## config.mk

```make
export PLATFORM = sky130hd
export DESIGN_NAME = touch_swipe_gesture_classifier
export DESIGN_NICKNAME = d
export VERILOG_FILES = /design/src/sv/tsg_pkg.sv /design/src/sv/tsg_core.sv /design/src/sv/tsg_outq.sv /design/src/sv/touch_swipe_gesture_classifier.sv
export SDC_FILE = /design/constraint.sdc
export NUM_CORES = 1
export LEC_CHECK = 0
export ABC_AREA = 1
export BUFFER_PORTS_ARGS = -buffer_cell sky130_fd_sc_hd__buf_2
export CAP_MARGIN = 20
export CELL_PAD_IN_SITES_DETAIL_PLACEMENT = 0
export CELL_PAD_IN_SITES_GLOBAL_PLACEMENT = 2
export CORE_UTILIZATION = 40
export CTS_CLUSTER_DIAMETER = 60
export DETAILED_ROUTE_END_ITERATION = 12
export GPL_ROUTABILITY_DRIVEN = 0
export GPL_TIMING_DRIVEN = 0
export PLACE_DENSITY_LB_ADDON = 0.08
export SYNTH_ARGS = -nofsm -noshare
export SYNTH_HDL_FRONTEND = slang
export SYNTH_SLANG_ARGS = --single-unit
```

## constraint.sdc

```tcl
create_clock -name clk -period 12.2 [get_ports clk]
set_input_delay 0 -clock clk [delete_from_list [all_inputs] [get_ports clk]]
set_output_delay 0 -clock clk [all_outputs]
set_load 0.005 [all_outputs]
```

## src/sv/tsg_pkg.sv

```systemverilog
// Shared types and constants for the touch swipe gesture classifier.
// No dependencies; imported by every module of the block.
`default_nettype none
package tsg_pkg;

  // Elapsed-time counter width (default for the top-level parameter)
  localparam int ELAPSED_BITS_DEF = 16;

  // Result queue depth: room for three items of two beats each
  localparam int OQ_DEPTH = 6;

  // Configuration register indexes
  localparam logic [1:0] REG_LONG_PRESS = 2'd0;
  localparam logic [1:0] REG_SWIPE_MIN  = 2'd1;
  localparam logic [1:0] REG_SLIP_MAX   = 2'd2;
  localparam logic [1:0] REG_TAP_MAX    = 2'd3;

  // Configuration reset values
  localparam logic [15:0] LONG_PRESS_RST = 16'd680;
  localparam logic [7:0]  SWIPE_MIN_RST  = 8'd15;
  localparam logic [7:0]  SLIP_MAX_RST   = 8'd10;
  localparam logic [7:0]  TAP_MAX_RST    = 8'd3;

  // Report bytes
  localparam logic [7:0] STATUS_PRESSED  = 8'd1;
  localparam logic [7:0] STATUS_RELEASED = 8'd2;
  localparam logic [7:0] SLIP_NONE       = 8'd0;
  localparam logic [7:0] SLIP_UP         = 8'd1;
  localparam logic [7:0] SLIP_DOWN       = 8'd2;

  // Decoded event; its code doubles as the result kind
  typedef enum logic [2:0] {
    EV_NONE     = 3'd0,
    EV_PRESS    = 3'd1,
    EV_UP       = 3'd2,
    EV_UPSLIP   = 3'd3,
    EV_DOWNSLIP = 3'd4
  } ev_t;

  localparam logic [2:0] KIND_GESTURE = 3'd5;

  // Gesture codes
  localparam logic [8:0] CODE_UP    = 9'd3;
  localparam logic [8:0] CODE_DOWN  = 9'd4;
  localparam logic [8:0] CODE_LEFT  = 9'd5;
  localparam logic [8:0] CODE_RIGHT = 9'd6;
  localparam logic [8:0] CODE_TAP   = 9'd101;

  typedef struct packed {
    logic [15:0] long_press_ms;
    logic [7:0]  swipe_min_distance;
    logic [7:0]  slip_max_distance;
    logic [7:0]  tap_max_distance;
  } cfg_t;

  typedef struct packed {
    logic       action;
    logic [7:0] press_status;
    logic [7:0] slip_code;
    logic [7:0] position;
    logic [7:0] end_position;
  } item_t;

  typedef struct packed {
    logic signed [8:0] value;
    logic [2:0]        kind;
    logic              last;
  } res_t;

endpackage
`default_nettype wire

```

## src/sv/tsg_core.sv

```systemverilog
// Gesture state and classification: one registered item per cycle in,
// up to two result beats out. Depends on tsg_pkg.
`default_nettype none
module tsg_core
  import tsg_pkg::*;
#(
  parameter int ELAPSED_BITS = ELAPSED_BITS_DEF
) (
  input  wire logic       clk,
  input  wire logic       rst_n,
  input  wire cfg_t       cfg,
  input  wire logic       item_valid,
  input  wire item_t      item,
  output logic [1:0]      res_n,
  output res_t            res0,
  output res_t            res1
);

  localparam int CW = (ELAPSED_BITS > 16) ? ELAPSED_BITS : 16;

  logic                    pressed_r, pressed_nxt;
  logic [7:0]              first_r, first_nxt;
  logic [7:0]              last_r, last_nxt;
  logic                    lps_r, lps_nxt;
  logic [ELAPSED_BITS-1:0] elapsed_r, elapsed_nxt;
  logic                    tv_r, tv_nxt;

  ev_t         ev;
  logic [CW-1:0] el_ext, lpm_ext;
  logic [7:0]  lastv, pos_gap;
  logic [8:0]  side;

  always_comb begin
    priority if (item.press_status == STATUS_PRESSED) ev = EV_PRESS;
    else if (item.press_status == STATUS_RELEASED && item.slip_code == SLIP_NONE) ev = EV_UP;
    else if (item.slip_code == SLIP_UP) ev = EV_UPSLIP;
    else if (item.slip_code == SLIP_DOWN) ev = EV_DOWNSLIP;
    else ev = EV_NONE;
  end

  assign el_ext  = CW'(elapsed_r);
  assign lpm_ext = CW'(cfg.long_press_ms);
  // release position overrides the last seen one when nonzero
  assign lastv   = (item.end_position != 8'd0) ? item.end_position : last_r;
  assign pos_gap = (lastv > first_r) ? (lastv - first_r) : (first_r - lastv);
  assign side    = (lastv > first_r) ? CODE_RIGHT : CODE_LEFT;

  always_comb begin
    pressed_nxt = pressed_r;
    first_nxt   = first_r;
    last_nxt    = last_r;
    lps_nxt     = lps_r;
    elapsed_nxt = elapsed_r;
    tv_nxt      = tv_r;
    res_n       = 2'd0;
    res0        = '0;
    res1        = '0;
    if (item_valid) begin
      if (!item.action) begin
        if (tv_r && !(&elapsed_r)) elapsed_nxt = elapsed_r + 1'b1;
      end else if (!pressed_r) begin
        if (ev == EV_PRESS) begin
          pressed_nxt = 1'b1;
          first_nxt   = 8'd0;
          last_nxt    = 8'd0;
          lps_nxt     = 1'b0;
          if (item.position != 8'd0) begin
            first_nxt   = item.position;
            last_nxt    = item.position;
            elapsed_nxt = '0;
            tv_nxt      = 1'b1;
          end
        end
      end else if (ev == EV_PRESS) begin
        if (item.position != 8'd0) begin
          if (last_r == 8'd0) begin
            first_nxt   = item.position;
            last_nxt    = item.position;
            elapsed_nxt = '0;
            tv_nxt      = 1'b1;
          end else begin
            if (el_ext > lpm_ext) begin
              if (!lps_r) begin
                // first long-press report: zero delta, then offset from start
                lps_nxt    = 1'b1;
                res_n      = 2'd2;
                res0.value = 9'sd0;
                res0.kind  = EV_PRESS;
                res1.value = $signed({1'b0, item.position} - {1'b0, first_r});
                res1.kind  = EV_PRESS;
              end else begin
                res_n      = 2'd1;
                res0.value = $signed({1'b0, item.position} - {1'b0, last_r});
                res0.kind  = EV_PRESS;
              end
            end
            last_nxt = item.position;
          end
        end
      end else begin
        pressed_nxt = 1'b0;
        if (tv_r) begin
          if (el_ext < lpm_ext) begin
            res0.kind = KIND_GESTURE;
            if (ev != EV_UP) begin
              if (pos_gap > cfg.swipe_min_distance) begin
                res_n      = 2'd1;
                res0.value = $signed(side);
              end else if (pos_gap < cfg.slip_max_distance) begin
                res_n      = 2'd1;
                res0.value = $signed((ev == EV_DOWNSLIP) ? CODE_DOWN : CODE_UP);
              end
            end else if (pos_gap > cfg.tap_max_distance) begin
              res_n      = 2'd1;
              res0.value = $signed(side);
            end else begin
              res_n      = 2'd1;
              res0.value = $signed(CODE_TAP);
            end
          end else begin
            res_n      = 2'd1;
            res0.value = 9'sd0;
            res0.kind  = ev;
          end
        end
        first_nxt = 8'd0;
        last_nxt  = 8'd0;
        tv_nxt    = 1'b0;
      end
    end
    if (res_n == 2'd1) res0.last = 1'b1;
    if (res_n == 2'd2) res1.last = 1'b1;
  end

  always_ff @(posedge clk) begin
    if (!rst_n) begin
      pressed_r <= 1'b0;
      first_r   <= 8'd0;
      last_r    <= 8'd0;
      lps_r     <= 1'b0;
      elapsed_r <= '0;
      tv_r      <= 1'b0;
    end else begin
      pressed_r <= pressed_nxt;
      first_r   <= first_nxt;
      last_r    <= last_nxt;
      lps_r     <= lps_nxt;
      elapsed_r <= elapsed_nxt;
      tv_r      <= tv_nxt;
    end
  end

endmodule
`default_nettype wire

```

## src/sv/tsg_outq.sv

```systemverilog
// Result queue: takes up to two beats a cycle, hands out one per cycle while pop_ready is high.
// Depends on tsg_pkg.
`default_nettype none
module tsg_outq
  import tsg_pkg::*;
(
  input  wire logic                        clk,
  input  wire logic                        rst_n,
  input  wire logic [1:0]                  push_n,
  input  wire res_t                        push0,
  input  wire res_t                        push1,
  output logic                             pop_valid,
  input  wire logic                        pop_ready,
  output res_t                             pop_data,
  output logic [$clog2(OQ_DEPTH+1)-1:0]    count
);

  localparam int IW = $clog2(OQ_DEPTH);
  localparam int NW = $clog2(OQ_DEPTH + 1);

  res_t          entries_r [OQ_DEPTH];
  logic [IW-1:0] wr_r, wr_nxt, rd_r, rd_nxt;
  logic [NW-1:0] cnt_r, cnt_nxt;
  logic [IW-1:0] wr_p1;
  logic          pop;

  function automatic logic [IW-1:0] ptr_inc(input logic [IW-1:0] p);
    ptr_inc = (p == IW'(OQ_DEPTH - 1)) ? '0 : p + 1'b1;
  endfunction

  assign wr_p1     = ptr_inc(wr_r);
  assign pop_valid = (cnt_r != '0);
  assign pop_data  = entries_r[rd_r];
  assign pop       = pop_valid && pop_ready;
  assign count     = cnt_r;

  always_comb begin
    wr_nxt  = wr_r;
    rd_nxt  = pop ? ptr_inc(rd_r) : rd_r;
    cnt_nxt = cnt_r + NW'(push_n) - NW'(pop);
    unique case (push_n)
      2'd1:    wr_nxt = wr_p1;
      2'd2:    wr_nxt = ptr_inc(wr_p1);
      default: wr_nxt = wr_r;
    endcase
  end

  always_ff @(posedge clk) begin
    if (push_n != 2'd0) entries_r[wr_r] <= push0;
    if (push_n == 2'd2) entries_r[wr_p1] <= push1;
  end

  always_ff @(posedge clk) begin
    if (!rst_n) begin
      wr_r  <= '0;
      rd_r  <= '0;
      cnt_r <= '0;
    end else begin
      wr_r  <= wr_nxt;
      rd_r  <= rd_nxt;
      cnt_r <= cnt_nxt;
    end
  end

endmodule
`default_nettype wire

```

## src/sv/touch_swipe_gesture_classifier.sv

```systemverilog
// Touch swipe gesture classifier, top level. Uses tsg_pkg, tsg_core, tsg_outq.
// From input beat to first result beat: input register, then classification into
// the result queue, whose head drives the output.
// Throughput: one input beat per cycle, and input stalls only when the six-entry
// queue is short of room; an item with two result beats sends them on the output
// in turn. Reset (rst_n low, synchronous) idles the tracker and restores config.
`default_nettype none
module touch_swipe_gesture_classifier
  import tsg_pkg::*;
#(
  parameter int ELAPSED_BITS = ELAPSED_BITS_DEF
) (
  input  wire logic        clk,
  input  wire logic        rst_n,
  // input stream
  input  wire logic        in_tvalid,
  output logic             in_tready,
  input  wire logic [31:0] in_tdata,  // press_status, slip_code, position, end_position
  input  wire logic        in_tuser,  // action: 0 tick, 1 touch report
  // result stream
  output logic             out_tvalid,
  input  wire logic        out_tready,
  output logic [15:0]      out_tdata, // value[8:0], zero pad
  output logic [2:0]       out_tuser, // kind
  output logic             out_tlast,
  // configuration
  input  wire logic        cfg_we,
  input  wire logic [1:0]  cfg_addr,
  input  wire logic [15:0] cfg_wdata
);

  localparam int NW = $clog2(OQ_DEPTH + 1);

  cfg_t          cfg_r;
  logic          s1_valid_r;
  item_t         s1_item_r;
  logic          in_acc;
  logic [1:0]    res_n;
  res_t          res0, res1, head;
  logic [NW-1:0] q_count;
  logic [NW:0]   q_commit;

  // ---- configuration registers ----
  always_ff @(posedge clk) begin
    if (!rst_n) begin
      cfg_r.long_press_ms      <= LONG_PRESS_RST;
      cfg_r.swipe_min_distance <= SWIPE_MIN_RST;
      cfg_r.slip_max_distance  <= SLIP_MAX_RST;
      cfg_r.tap_max_distance   <= TAP_MAX_RST;
    end else if (cfg_we) begin
      unique case (cfg_addr)
        REG_LONG_PRESS: cfg_r.long_press_ms      <= cfg_wdata;
        REG_SWIPE_MIN:  cfg_r.swipe_min_distance <= cfg_wdata[7:0];
        REG_SLIP_MAX:   cfg_r.slip_max_distance  <= cfg_wdata[7:0];
        REG_TAP_MAX:    cfg_r.tap_max_distance   <= cfg_wdata[7:0];
        default:        ;
      endcase
    end
  end

  // ---- input register ----
  // Accept only when the queue can absorb two beats for this item on top of
  // whatever the item already in the input register may still add.
  assign q_commit  = {1'b0, q_count} + (s1_valid_r ? (NW+1)'(2) : '0);
  assign in_tready = (q_commit <= (NW+1)'(OQ_DEPTH - 2));
  assign in_acc    = in_tvalid && in_tready;

  always_ff @(posedge clk) begin
    if (!rst_n) s1_valid_r <= 1'b0;
    else        s1_valid_r <= in_acc;
  end

  always_ff @(posedge clk) begin
    if (in_acc) begin
      s1_item_r.action       <= in_tuser;
      s1_item_r.press_status <= in_tdata[7:0];
      s1_item_r.slip_code    <= in_tdata[15:8];
      s1_item_r.position     <= in_tdata[23:16];
      s1_item_r.end_position <= in_tdata[31:24];
    end
  end

  // ---- classification ----
  tsg_core #(
    .ELAPSED_BITS(ELAPSED_BITS)
  ) u_core (
    .clk        (clk),
    .rst_n      (rst_n),
    .cfg        (cfg_r),
    .item_valid (s1_valid_r),
    .item       (s1_item_r),
    .res_n      (res_n),
    .res0       (res0),
    .res1       (res1)
  );

  // ---- result queue ----
  tsg_outq u_outq (
    .clk       (clk),
    .rst_n     (rst_n),
    .push_n    (res_n),
    .push0     (res0),
    .push1     (res1),
    .pop_valid (out_tvalid),
    .pop_ready (out_tready),
    .pop_data  (head),
    .count     (q_count)
  );

  assign out_tdata = {7'd0, head.value};
  assign out_tuser = head.kind;
  assign out_tlast = head.last;

  // ---- checks ----
  a_q_bound: assert property (@(posedge clk) disable iff (!rst_n)
    q_count <= NW'(OQ_DEPTH))
    else $error("result queue over depth");

  a_push_room: assert property (@(posedge clk) disable iff (!rst_n)
    ({1'b0, q_count} + (NW+1)'(res_n)) <= (NW+1)'(OQ_DEPTH))
    else $error("result push with no room");

  a_tick_silent: assert property (@(posedge clk) disable iff (!rst_n)
    (s1_valid_r && !s1_item_r.action) |-> (res_n == 2'd0))
    else $error("tick produced a result");

  a_idle_silent: assert property (@(posedge clk) disable iff (!rst_n)
    !s1_valid_r |-> (res_n == 2'd0))
    else $error("result without an item");

endmodule
`default_nettype wire
```

== Yosys cells after proc, flatten, opt, wreduce, memory -nomap -nowiden ==
Memories as Yosys holds them, arrays and structs flattened. A register that Yosys moved wholly into a read port is not among the register bits.
Index checks and enable logic that the tools add are counted.

* Mux-type cells: 85
* Add/sub/neg operators: 11
* Equality and inequality tests: 24
* Reductions and logical operators: 26
* Magnitude comparators: 7

{| class="wikitable"
|+ Operators by type and width
! kind !! number
|-
| $mux 12 || 18
|-
| $mux 16 || 8
|-
| $mux 8 || 11
|-
| $mux 9 || 4
|-
| $mux 3 || 10
|-
| $mux 2 || 14
|-
| $gt 8x8->1 || 3
|-
| $mux 1 || 19
|-
| $sub 8x8->9 || 2
|-
| $add 16x1->16 const B || 1
|-
| $eq 8x1->1 const B || 2
|-
| $eq 8x2->1 const B || 2
|-
| $gt 16x16->1 || 1
|-
| $logic_not 8->1 || 2
|-
| $lt 16x16->1 || 1
|-
| $reduce_and 16->1 || 1
|-
| $reduce_bool 8->1 || 2
|-
| $sub 8x8->8 || 2
|-
| $reduce_and 5->1 || 3
|-
| $eq 3x3->1 const B || 4
|-
| $reduce_and 2->1 || 5
|-
| $add 3x1->3 const B || 3
|-
| $ne 3x3->1 const B || 3
|-
| $lt 8x8->1 || 1
|-
| other kinds (18) || 31
|}

* Flip-flop bits (word level): 118
* Bits of input ports: 56
* Output and inout port bits: 22
* RAM bits: 78
* Memories kept: 1
* Word-level logic and storage cells: 173

{| class="wikitable"
|+ Memory list
! memory !! words !! width !! rd ports !! clocked after memory_dff !! write ports !! line !! text
|-
| u_outq.entries_r || 6 || 13 || 1 || 1 || 2 || tsg_outq.sv:21 || <nowiki>res_t entries_r [OQ_DEPTH];</nowiki>
|}

== Depth between registers and ports, before layout ==
* Depth after elaboration: 17
* Gate-level depth with buffers: 38

== Cells and area by module ==
From an unflattened synthesis, not the netlist that was laid out.

* Cells, all modules: 1557
* Area total of the unflattened synthesis: 12253.0 um2

{| class="wikitable"
|+ Modules (own cells, without submodules)
! module !! cells an instance !! sequential area each (um2) !! instances !! area each (um2)
|-
| tsg_core || 774 || 700.7 || 1 || 4814.6
|-
| tsg_outq || 502 || 2582.5 || 1 || 4664.5
|-
| touch_swipe_gesture_classifier || 281 || 1811.7 || 1 || 2773.9
|}

== Worst setup path after synthesis ==
No wires, ideal clock.

* Path kind: register -> register
* Start point: register s1_item_r[4] (netlist bit)
* End point: memory u_outq.entries_r[2][0] (netlist bit) (enable)
* Required time: 11.855 ns
* Library setup time: 0.345 ns
* Stages on the path, launching flop included: 34
* Arrival time: 5.014 ns
* Period minus slack after synthesis: 5.359 ns
* Path slack: 6.841 ns
* Path through: edfxtp_1 nor2_1 nand2_1 nor4_1 nand2_1 inv_1 nor2_1 o21bai_1 ha_1 fa_1 o21ai_0 nand2_1 nand2_1 nand2_2 inv_2 nand2_1 a21oi_1 a21oi_1 xor2_1 inv_1 ha_1 nand2_1 nor2_1 nand4_1 nand2_1 nand2_1 o21bai_1 nand2_1 nand2_4 ha_1 nand2_1 nor2_1 inv_1 nand2_1

{| class="wikitable"
|+ RTL lines
! item !! line !! text
|-
| start, declared || touch_swipe_gesture_classifier.sv:36 || <nowiki>item_t s1_item_r;</nowiki>
|-
| end, declared || tsg_outq.sv:21 ||
|}

==> run metrics <==
Setup Skew=0.0186 ns; post-route ant nets=0; crit-path max cell delay=0.81 ns; worst hold slack=between 0.04 and 0.05 ns; status=completed; fin crit period=7.53 ns; # Post-CTS Setup Buffers=0; worst reg-to-reg path cell count=33; Gate Count Post-Synth=1,415; Clk pin slew, worst setup/hold paths=0.07 ns; Crit path top cell by count=nand2_1; Core Area=0.0279 mm²; Row Count=61; Syn-to-layout area delta=18.3%; leakage=5.69 nW; Max Freq=133 MHz; register area share after synthesis=0.435; final count of negative-setup-slack endpoints=0; total grt overflow=0; worst flop-to-flop path endpoint=u_outq.entries_r[0][9]; actual slew at the worst max-slew pin=1.07 ns; drt initial violations=694; initial antenna violation count=0; maximum resistive drop on vdd=0.0926 mV; detailed-route DRC error count=0; total wire length=about 34 mm; die height=171 µm; crit path launch=s1_item_r[2]; CTS sink count=199; Root Driver=clkbuf_16; cell family with most CP delay=simple AND/OR/NAND/NOR gates; Max Cap Viol=0; drt first pass iters=5; CP Depth=33; cell count of the worst hold path=5; min-delay worst type=input pin to flop; relative slew slack=0.286; GR Util All Layers=0.241; wire per inst=17.3 µm; setup TNS=0 ns; number of synthesized flops with an enable pin=99; layout cells sized above 1=0.105; RSZ-0062 raised after global routing=no; crit path buf inv count=4; post-detail-place hpwl=roughly 25 mm; CP endpoint kind=flop; CP endpoint=u_outq.entries_r[0][9]; syn_area_per_cell=a little over 8 µm²; PortBufs=70; Nets=1,713; multi-input combinational cell area=0.00556 mm²; register area=0.00497 mm²; initial core utilization=0.409; crit start category=flop; CTS H-tree depth=4; DR vias=around 10,000; filler instances=2,823; area of the die=just under 0.03 mm²; CTS tree=done; commonest non-fill, non-tap cell in the layout=nand2_1; DR vias/cell=~5; diodes inserted=0; Final Slew Violations=0; register-to-register setup slack=around 4.7 ns; Slowest-stage cell, CP=nor2_1; first-pass GRT wire length=between 50 and 60 mm; total CTS buffers=17; CP required=roughly 12 ns; via count of the first global-routing pass=~9,400; Max clock buf depth=2; post-synthesis cell area=approximately 0.011 mm²; Clock Latency Late Sink=about 0.45 ns; crit share post-route=0.617; warnings from Yosys=0; endpoints failing hold=0; critical path type=flop to flop; largest net degree at the start of global routing=27; most frequent cells in the layout=291 x nand2_1, 172 x inv_1, 124 x nor2_1, 115 x a21oi_1, 104 x o21ai_0; Synth Register Bits=between 150 and 200; CP Max Fanout=11; Yosys cell types=52; Top FF cell, synth=dfxtp_1; CP arrival=7.60 ns; Top Ports=78; Cell Pwr Density=between 100 and 150 mW/mm²; asr flop ratio synth=0; reg2reg start=s1_item_r[2]; Die Width=about 170 µm
repair_timing:
item	4_1_cts	5_1_grt
endpoints found under the hold margin	81	0
resized for setup	0	0
hold buffers	62	0
flip-flops by register name, summed over array words and instances, names as in the netlist, named ones only:
register / count
u_outq.entries_r: 78
cfg_r: 40
s1_item_r: 33
u_core.el_ext: 16
u_core.first_r: 8
u_core.last_r: 8
u_outq.count: 3
u_outq.rd_r: 3
u_outq.wr_r: 3
s1_valid_r: 1
u_core.lps_r: 1
u_core.pressed_r: 1
u_core.tv_r: 1
cell families (layout without fill, tap and decap cells):
| kind of cell | count (synthesis) | count (layout) | share of synthesized area |
|---|---|---|---|
| AOI/OAI and AO/OA | 290 | 290 | 0.145 |
| adders and majority gates | 83 | 83 | 0.0942 |
| other | 1 | 7 | 0.000328 |
| muxes | 2 | 2 | 0.00175 |
| DFF | 199 | 199 | 0.435 |
| xor gates and xnor gates | 20 | 20 | 0.0153 |
| and+or+nand+nor | 595 | 595 | 0.228 |
| buffers and inverters | 225 | 391 | 0.0804 |
how the worst min path moves through the flow:
stage	from	endpoint	slack, ns
after detailed placement	in_tdata[19]	s1_item_r[11]	0.18
after global routing	cfg_we	cfg_r[29]	0.10
after CTS	cfg_we	cfg_r[0]	0.04
final	cfg_we	cfg_r[0]	0.05
after floorplan	in_tdata[24]	s1_item_r[0]	0.1
after global placement	in_tdata[25]	s1_item_r[1]	0.18
cell usage after synthesis (all sizes together), types with 3 or more instances:
master / n / area [µm²]
nand3: 105 / 536
xor2: 14 / 123
fa: 5 / 100
a32o: 13 / 130
o21bai: 5 / 37.5
xnor2: 6 / 52.6
o21a: 3 / 22.5
edfxtp: 99 / 2970
buf: 21 / 153
nand4: 23 / 144
inv: 175 / 657
or2: 7 / 43.8
a21o: 3 / 22.5
nor2: 132 / 521
and2: 3 / 18.8
nor4: 4 / 25.0
o221ai: 3 / 26.3
dfxtp: 100 / 2000
a21oi: 116 / 584
ha: 78 / 976
nand2: 301 / 1190
o211ai: 14 / 105
o22ai: 13 / 81.3
nor3: 16 / 101
clkinv: 6 / 22.5
clkbuf: 23 / 86.3
o21ai: 116 / 607
per-stage QoR:
step | util | setup slack, ns | instance area, µm² | power, W | instances
after detailed placement | 0.441 | 4.80 | 12300 | 0.00129 | 1870
after floorplan | - | 6.84 | 11500 | 0.00111 | 1421
after global routing | 0.484 | 4.29 | 13500 | 0.00197 | 1965
final | 0.484 | 4.67 | 13500 | 0.00186 | 1965
after CTS | 0.484 | 4.77 | 13500 | 0.00187 | 1964
after global placement | 0.439 | 4.76 | 12300 | 0.00128 | 1869
area by class of cell:
type	instances	area share
timing repair buffer	134	0.0747
sequential	199	0.368
buffer	44	0.0177
multi-input combinational	997	0.411
inverter	181	0.0502
clock inverter	12	0.00759
tap	378	0.0350
clock buffer	20	0.0354
power breakdown:
| part | total (W) | switching, W | internal, W |
|---|---|---|---|
| Sequential | 0.000761 | 0.0000210 | 0.000740 |
| Clock | 0.000569 | 0.000276 | 0.000293 |
| Combinational | 0.000526 | 0.000329 | 0.000197 |
| Total | 0.00186 | 0.000627 | 0.00123 |
metal layers:
layer	track usage	part of all wire
met1	0.330	0.48
met2	0.401	0.46
met3	0.0368	0.041
met4	0.0532	0.011
met5	0	0
worst reg2reg max path: cells and delay by family (launching register included):
kind,cells,cell delay [ns]
xor gates and xnor gates,1,0.32
DFF,1,0.41
buffers and inverters,4,0.75
AOI/OAI and AO/OA,5,0.80
adders and majority gates,4,1.28
and+or+nand+nor,19,3.60
No activity file was read; power rests on OpenSTA's default activity.
